[src/lpi_pkg.sv]
package lpi_pkg;

   localparam int COORD_W     = 32;
   localparam int DEN_W       = 64;
   localparam int NUMMAG_W    = 66;
   localparam int TOL_W       = 63;
   localparam int DIV_STEPS   = 32;
   localparam int QUEUE_DEPTH = 4;
   localparam int QPTR_W      = $clog2(QUEUE_DEPTH);
   localparam int QCNT_W      = $clog2(QUEUE_DEPTH + 1);

   localparam logic signed [COORD_W-1:0] COORD_MAX = 32'sh7FFF_FFFF;
   localparam logic signed [COORD_W-1:0] COORD_MIN = 32'sh8000_0000;

   typedef logic signed [COORD_W-1:0] coord_type;
   typedef coord_type [2:0] vec3_type;

   // classified query, carried from front to back
   typedef struct packed {
      logic                par;
      logic                neg;
      logic [DEN_W-1:0]    den_mag;
      logic [NUMMAG_W-1:0] num_mag;
      vec3_type            org;
      vec3_type            dir;
   } q_entry_type;

endpackage

[src/lpi_fifo.sv]
module lpi_fifo import lpi_pkg::*; (
   input  logic        clock,
   input  logic        reset,
   input  logic        push,
   input  q_entry_type push_entry,
   output logic        full,
   input  logic        pop,
   output logic        not_empty,
   output q_entry_type head
);

   q_entry_type        mem_ff [QUEUE_DEPTH];
   logic [QPTR_W-1:0]  wr_ptr_ff, rd_ptr_ff;
   logic [QCNT_W-1:0]  count_ff, count_in;

   assign full      = count_ff == QCNT_W'(QUEUE_DEPTH);
   assign not_empty = count_ff != '0;
   assign head      = mem_ff[rd_ptr_ff];

   always_comb begin
      count_in = count_ff;
      if (push && !pop) count_in = count_ff + 1'b1;
      if (pop && !push) count_in = count_ff - 1'b1;
   end

   always_ff @(posedge clock) begin
      if (reset) begin
         wr_ptr_ff <= '0;
         rd_ptr_ff <= '0;
         count_ff  <= '0;
      end else begin
         if (push) wr_ptr_ff <= wr_ptr_ff + 1'b1;
         if (pop)  rd_ptr_ff <= rd_ptr_ff + 1'b1;
         count_ff <= count_in;
      end
   end

   always_ff @(posedge clock) begin
      if (push) mem_ff[wr_ptr_ff] <= push_entry;
   end

   a_count_bound: assert property (@(posedge clock) disable iff (reset)
      count_ff <= QCNT_W'(QUEUE_DEPTH)) else $error("queue count overrun");
   a_no_underflow: assert property (@(posedge clock) disable iff (reset)
      pop |-> count_ff != '0) else $error("pop from empty queue");
   a_no_overflow: assert property (@(posedge clock) disable iff (reset)
      push |-> !full || pop) else $error("push into full queue");

endmodule

[config.mk]
export PLATFORM = sky130hd
export DESIGN_NAME = lpi_fifo
export DESIGN_NICKNAME = d
export VERILOG_FILES = /design/src/lpi_pkg.sv /design/src/lpi_fifo.sv
export SDC_FILE = /design/constraint.sdc
export NUM_CORES = 1
export LEC_CHECK = 0
export BUFFER_PORTS_ARGS = -buffer_cell sky130_fd_sc_hd__buf_2
export CAP_MARGIN = 10
export CORE_MARGIN = 2
export CORE_UTILIZATION = 30
export DETAILED_ROUTE_END_ITERATION = 7
export SYNTH_ARGS = -nofsm -noshare
export SYNTH_HDL_FRONTEND = slang
export SYNTH_SLANG_ARGS = --single-unit
[constraint.sdc]
create_clock -name clock -period 9.3 [get_ports clock]
set_input_delay 0.93 -clock clock [delete_from_list [all_inputs] [get_ports clock]]
set_output_delay 0.93 -clock clock [all_outputs]
set_load 0.01 [all_outputs]
After elaboration in Yosys (flattened, before gate mapping)
Memory sizes are Yosys's and may differ from the RTL's. A register that Yosys moved wholly into a read port is not among the register bits.
Cells that the tools add are included.
- register bits: 7
- memories: 1
- bits in writable memories: 1296
- output and inout bits: 326
- input port bits: 328
- logic and storage cells: 21
- memories (memory ; words ; bits a word ; read ports ; clocked after memory_dff ; write ports ; RTL line ; text):
    mem_ff ; 4 ; 324 ; 1 ; 1 ; 1 ; lpi_fifo.sv:12 ; q_entry_type mem_ff [QUEUE_DEPTH];
- $add $sub $neg: 4
- mux-type cells: 6
- reduce and logical (&&, ||, !) cells: 6
- equality and inequality tests: 1
- operator list (kind ; number):
    2-to-1 mux 3 bit ; 2
    adder 2 x 1 -> 2 bit (second input constant) ; 2
    2-to-1 mux 2 bit ; 2
    adder 3 x 1 -> 3 bit (second input constant) ; 1
    == test 3 bit (second input constant) ; 1
    nonzero test 3 bit ; 1
    subtractor 3 x 1 -> 3 bit (second input constant) ; 1
    logical AND 1 bit ; 2
    zero test 1 bit ; 2
    2-to-1 mux 1 bit ; 2
    nonzero test 2 bit ; 1

Longest topological paths before layout
Gate-level depths: netlist of run 1.
- depth in word-level cells: 4
- mapped depth: 7
- depth with buffers taken out: 7

Least setup slack after synthesis of run 1
OpenSTA, ideal clock, no wires.
- path type: input to register
- start: in push
- end: mem mem_ff[0][0] (netlist name) (enable)
- setup slack: 343 ps
- cell stages on the path: 1
- data arrival time: 8231 ps
- cells stage by stage: and2_1
- cells in the longest elaborated chain, start to end: 2
- ends and longest elaborated chain (element ; RTL line ; text):
    start: declaration ; lpi_fifo.sv:4 ; input logic push,
    2-to-1 mux 1 bit ; lpi_fifo.sv:39 ; if (push) mem_ff[wr_ptr_ff] <= push_entry;
    2-to-1 mux 1 bit (implied by the code) ; lpi_fifo.sv:39 ;
    end: declaration ; lpi_fifo.sv:12 ;
No other way between the ends.

==> impl_metrics.tcl, run 1 <==
set metrics [dict create \
    status "finished, final reports clean" \
    grt_pass1_vias 22200 \
    drt-initial-drc-count 1495 \
    drv_cap 0 \
    overflow 0 \
    syn_avg_cell_area_um2 27.1 \
    routed_wl_um 101000 \
    dp_slack_ns 5.19 \
    syn_area_um2 47200 \
    stdcell_area_um2 57400 \
    placed_area_um2 52900 \
    worstHoldPathType "input port to flip-flop" \
    leakagePower_nw 18.8 \
    clockBufferDepth 3 \
    rsz0062_at_grt "false" \
    cp-start-kind "flip-flop" \
    drv_slew 0 \
    setup_viol 0 \
    antenna_found_initial 54 \
    die-area_um2 160000 \
    synthSimpleGateAreaFrac_pct 0.164 \
    fin_setup_tns_ns 0 \
    synth.area.mux_share_pct 15.5 \
    period_share_pct 51.4 \
    cts.clk_slew.worst_paths_ns 0.06 \
    rr_worst_depth 5 \
    die_w_um 401 \
    yosys_warnings 0 \
    synth_fp_nets 2073 \
    path_class "flip-flop to output pin" \
    gp_routability_congestion 0.726 \
    cts_setup_buffers 0 \
    drc_errors 0 \
    cp_max_fo 103 \
    grt_max_degree 119 \
    num_rows 145 \
    h-tree-depth 4 \
    viasPerCell 4.52 \
    rrSetupSlack_ns 6.33 \
    initial_utilization_pct 30.2 \
    grt_pass1_wl_um 149000 \
    areaGrowthSynthToFinish_pct 21.6 \
    slew_headroom_pct 32.5 \
    syn_inst 1739 \
    synth_xor_area_share_pct 0.0928 \
    endpoint_kind "output pin" \
    cp.required_ns 8.37 \
    ios 654 \
    core_region_area_um2 156000 \
    numCtsBuffers 139 \
    drive_gt1_share_pct 46.3 \
    ctsResizeCount 0 \
    hold_depth 1 \
    cts_sinks 1305 \
    synth_seq_cells 1305 \
    cp-endpoint "head[282]" \
    num_vias 21100 \
    ys_types 19 \
    r2r_end "mem_ff[2][294]" \
    final_common_cell "edfxtp_1" \
    final_nets 2819 \
    clock_latency_ns 0.75 \
    fmax_mhz 209 \
    hpwl_um 62000 \
    final_cell_mix "1296 x edfxtp_1, 653 x buf_2, 324 x mux4_2" \
    worst_slew_pin_slew_ns 1.01 \
    routedWlPerCell_um 21.6 \
    dieHeight_um 401 \
    hold_violations 0 \
    p_per_area_nw_per_um2 234 \
    antenna_left 0 \
    ctsHoldBuffers 0 \
    synth_fa_ha_area_share_pct 0.175 \
    cp_data_arrival_time_ns 3.85 \
    yosysSeqAreaShare_pct 82.9 \
    fin_skew_ns 0.0457 \
    track_usage_pct 12.3 \
    setup_ws_ns 4.52 \
    tritoncts "built" \
    max-vdd-ir-drop_mv 0.158 \
    io_buffer_count 653 \
    period_needed_ns 4.78 \
    drtPass1Iterations 5 \
    synth_compound_gate_area_share_pct 0.0318 \
    root_buffer "clkbuf_16" \
    synth_top_family_by_area "multiplexers" \
    r2r_start "wr_ptr_ff[0]" \
]
## where the power goes
part           switching [mW]  internal, mW
Sequential             0.0692          6.77
Combinational           0.692         0.535
Clock                    2.27          3.12
## routing by layer
layer	routed length, um	vias up	GRT usage [%]
met5	404	-	0
li1	-	9103	-
met4	2100	66	3.52
met2	46600	754	18.9
met1	40400	10900	15.3
met3	11200	222	6.21
## cells by family after synthesis
| family | Yosys count |
|---|---|
| and+or+nand+nor | 16 |
| adders and majority gates | 6 |
| buffers and inverters | 79 |
| muxes | 325 |
| xor gates and xnor gates | 5 |
| AOI/OAI and AO/OA | 3 |
| DFF | 1305 |
## area by class of cell
| cell class | instances | area [um^2] |
|---|---|---|
| diodes | 15 | 37.5 |
| clock buffers | 168 | 3590 |
| clock inverters | 82 | 912 |
| fillers | 14100 | 98800 |
| inverters | 6 | 22.5 |
| multi-input cells | 355 | 7540 |
| flip-flops and latches | 1305 | 39100 |
| well taps | 2058 | 2570 |
| repair buffers | 678 | 3620 |
## worst max-delay path: stages, from the launching register on
cell,delay (ns)
dfxtp_4,0.89
buf_12,0.44
buf_12,0.62
mux4_2,0.63
buf_2,0.16
## cell usage after synthesis (all sizes together)
cell,number,share of area (%)
a21oi,2,0.021
and2,4,0.053
and3,1,0.013
buf,65,1.1
clkbuf,8,0.064
dfxtp,9,0.38
edfxtp,1296,82
fa,1,0.042
ha,5,0.13
inv,6,0.048
mux2i,1,0.021
mux4,324,15
nand2,1,0.0079
nor2,8,0.064
o21ai,1,0.011
or3,2,0.027
xnor2,2,0.037
xor2,3,0.056
## worst min-delay path by stage
stage,end,startpoint,slack (ns)
final,mem_ff[2][322],push_entry[322],0.39
after global routing,mem_ff[3][103],push_entry[103],0.32
after CTS,mem_ff[2][103],push_entry[103],0.30
after detailed placement,count_ff[1],count_ff[1],0.50
after global placement,count_ff[2],count_ff[2],0.49
after floorplan,count_ff[2],count_ff[2],0.46
## sequential cells by signal, indices dropped and copies added, names as in the netlist, named ones only
name,cells
count_ff,3
mem_ff,1296
wr_ptr_ff,2
rd_ptr_ff,2
## per-stage QoR
step                      std cells  hold WS, ns  utilization [%]  total power, mW
after floorplan                1739        0.462                -             7.74
after global placement         4402        0.488             33.8             8.20
after detailed placement       4402        0.497             33.8             8.22
after CTS                      4652        0.296             36.7             13.7
after global routing           4656        0.317             36.7             14.0
final                          4667        0.389             36.7             13.5
Note: power is estimated with default switching activity, not from simulation.
==> run 2: changes to the inputs <==
Clock period 9.3 ns to 3.9 ns, I/O delays scaled along.
==> run 2 against run 1 <==
- cell count up 8.2%
- via count up 8.1%
- register-to-register slack worse by 4.6 ns
- worst setup slack worse by 3.8 ns
- critical path type unchanged
- hold slack better by 0.012 ns
- combinational power rose to 2.8 times the previous value
- clock skew down 0.023 ns
- core utilization up 2.5 points
==> impl_metrics.tcl, run 2 (same netlist as run 1, synthesis figures left out) <==
set metrics [dict create \
    status "finished, final reports clean" \
    stdcell_area_um2 61300 \
    drv_cap 0 \
    drv_slew 0 \
    final_common_cell "edfxtp_1" \
    final_cell_mix "1296 x edfxtp_1, 653 x buf_2, 328 x dlygate4sd3_1" \
    grt_pass1_vias 24400 \
    io_buffer_count 653 \
    drt-initial-drc-count 1604 \
    path_class "flip-flop to output pin" \
    drtPass1Iterations 5 \
    hold_end "mem_ff[3][197]" \
    dieHeight_um 401 \
    clockBufferDepth 3 \
    num_rows 145 \
    use_met2_pct 21.1 \
    rsz0062_at_grt "false" \
    areaGrowthSynthToFinish_pct 29.8 \
    grt_max_degree 110 \
    endpoint_kind "output pin" \
    numCtsBuffers 140 \
    max-vdd-ir-drop_mv 0.395 \
    grt_pass1_wl_um 160000 \
    cp_data_arrival_time_ns 2.75 \
    worstHoldStart "push_entry[197]" \
    r2r_start "wr_ptr_ff[0]" \
    r2r_end "mem_ff[0][286]" \
    tritoncts "built" \
    hpwl_um 70700 \
    setup_viol 0 \
    fin_skew_ns 0.0232 \
    h-tree-depth 4 \
    leakagePower_nw 20.5 \
    placed_area_um2 53600 \
    routedWlPerCell_um 21.2 \
    cp_max_fo 36 \
    hold_violations 0 \
    dp_slack_ns 1.47 \
    rrSetupSlack_ns 1.74 \
    gp_routability_congestion 0.746 \
    p_int_mw 25.0 \
    grt.met3_usage_pct 5.32 \
    cts_setup_buffers 0 \
    top_regs "mem_ff x1296, count_ff x3" \
    met1_usage_pct 16.5 \
    comb_power_share_pct 10.5 \
    worstHoldPathType "input port to flip-flop" \
    num_vias 22800 \
    stdcell_count 5048 \
    antenna_left 0 \
    sw_frac_of_total_pct 22.5 \
    power_frac_clock_pct 39.1 \
    p_seq_share_pct 50.4 \
    track_usage_pct 13.2 \
    fin_setup_tns_ns 0 \
    core_region_area_um2 156000 \
    setup_ws_ns 0.758 \
    overflow 0 \
    p_per_area_nw_per_um2 528 \
    period_needed_ns 3.14 \
    cp.required_ns 3.51 \
    cts_sinks 1305 \
    worst_slew_pin_slew_ns 1.01 \
    clock_latency_ns 0.74 \
    final_nets 3217 \
    hold_ws_ns 0.401 \
    busiest_layer "met2" \
    ios 654 \
    slew_headroom_pct 32.7 \
    antenna_found_initial 21 \
    viasPerCell 4.52 \
    initial_utilization_pct 30.2 \
    die-area_um2 160000 \
    routed_wl_um 107000 \
    power_switching_mw 7.26 \
    fmax_mhz 318 \
    root_buffer "clkbuf_16" \
    drive_gt1_share_pct 42.2 \
    dp.cells 4471 \
    top_register "mem_ff" \
    cts.clk_slew.worst_paths_ns 0.06 \
    cp-start-kind "flip-flop" \
    period_share_pct 80.6 \
    die_w_um 401 \
    rr_worst_depth 5 \
    hold_depth 2 \
    drc_errors 0 \
    largest_register_ffs 1296 \
]
## run 2: changes by cell type in the layout (fill, tap and decap cells not counted), sizes merged
cell / delta
dlygate4sd3: +328
clkinv: -14
clkinvlp: +2
buf: +69
clkbuf: +5
inv: -1
diode: -5
bufinv: -3
## run 2: layout make-up
cell class | count | area, um^2
clock inverter | 66 | 667
fill | 13900 | 95000
clock buffer | 173 | 3690
timing repair buffer | 1075 | 7630
tap | 2058 | 2570
antenna | 10 | 25.0
multi-input combinational | 355 | 7540
sequential | 1305 | 39100
inverter | 6 | 22.5
## run 2: how the worst max path moves through the flow
stage                      start            to  slack (ns)  cells after the start
floorplan           wr_ptr_ff[0]  mem_ff[2][0]        0.66                      3
global placement       flip-flop     head[157]        1.47                      4
detailed placement     flip-flop     head[193]        1.47                      4
CTS                    flip-flop     head[193]        0.60                      4
global route           flip-flop     head[193]        0.56                      4
finish                 flip-flop     head[193]        0.76                      4
## run 2: power groups by stage
stage	Combinational (mW)	Sequential (mW)	Clock [mW]
2_1_floorplan	1.73	16.6	0
3_3_place_gp	3.14	16.6	0
3_5_place_dp	3.17	16.6	0
4_1_cts	3.47	16.3	13.0
5_1_grt	3.64	16.3	13.5
6_report	3.39	16.3	12.6
## run 2: what timing repair did
item | 4_1_cts | 5_1_grt
gates resized for setup | 0 | 0
hold endpoints to repair | 1305 | 0
hold buffers | 328 | 0
## run 2: worst max-delay path, cell delays in order, from the launching register on
cell,delay [ns]
dfxtp_4,0.56
buf_12,0.30
buf_12,0.31
mux4_2,0.60
buf_2,0.17
## run 2: per-layer routing
layer,part of all wire [%],vias up
met5,0.14,-
met4,2.0,26
met3,9.4,173
met2,48,768
met1,41,11900
li1,-,9913
## run 2: per-stage QoR
stage / total power [mW] / utilization (%)
finish: 32.3 / 39.2
global route: 33.5 / 39.2
CTS: 32.8 / 39.2
detailed placement: 19.7 / 34.3
global placement: 19.7 / 34.3
floorplan: 18.3 / -
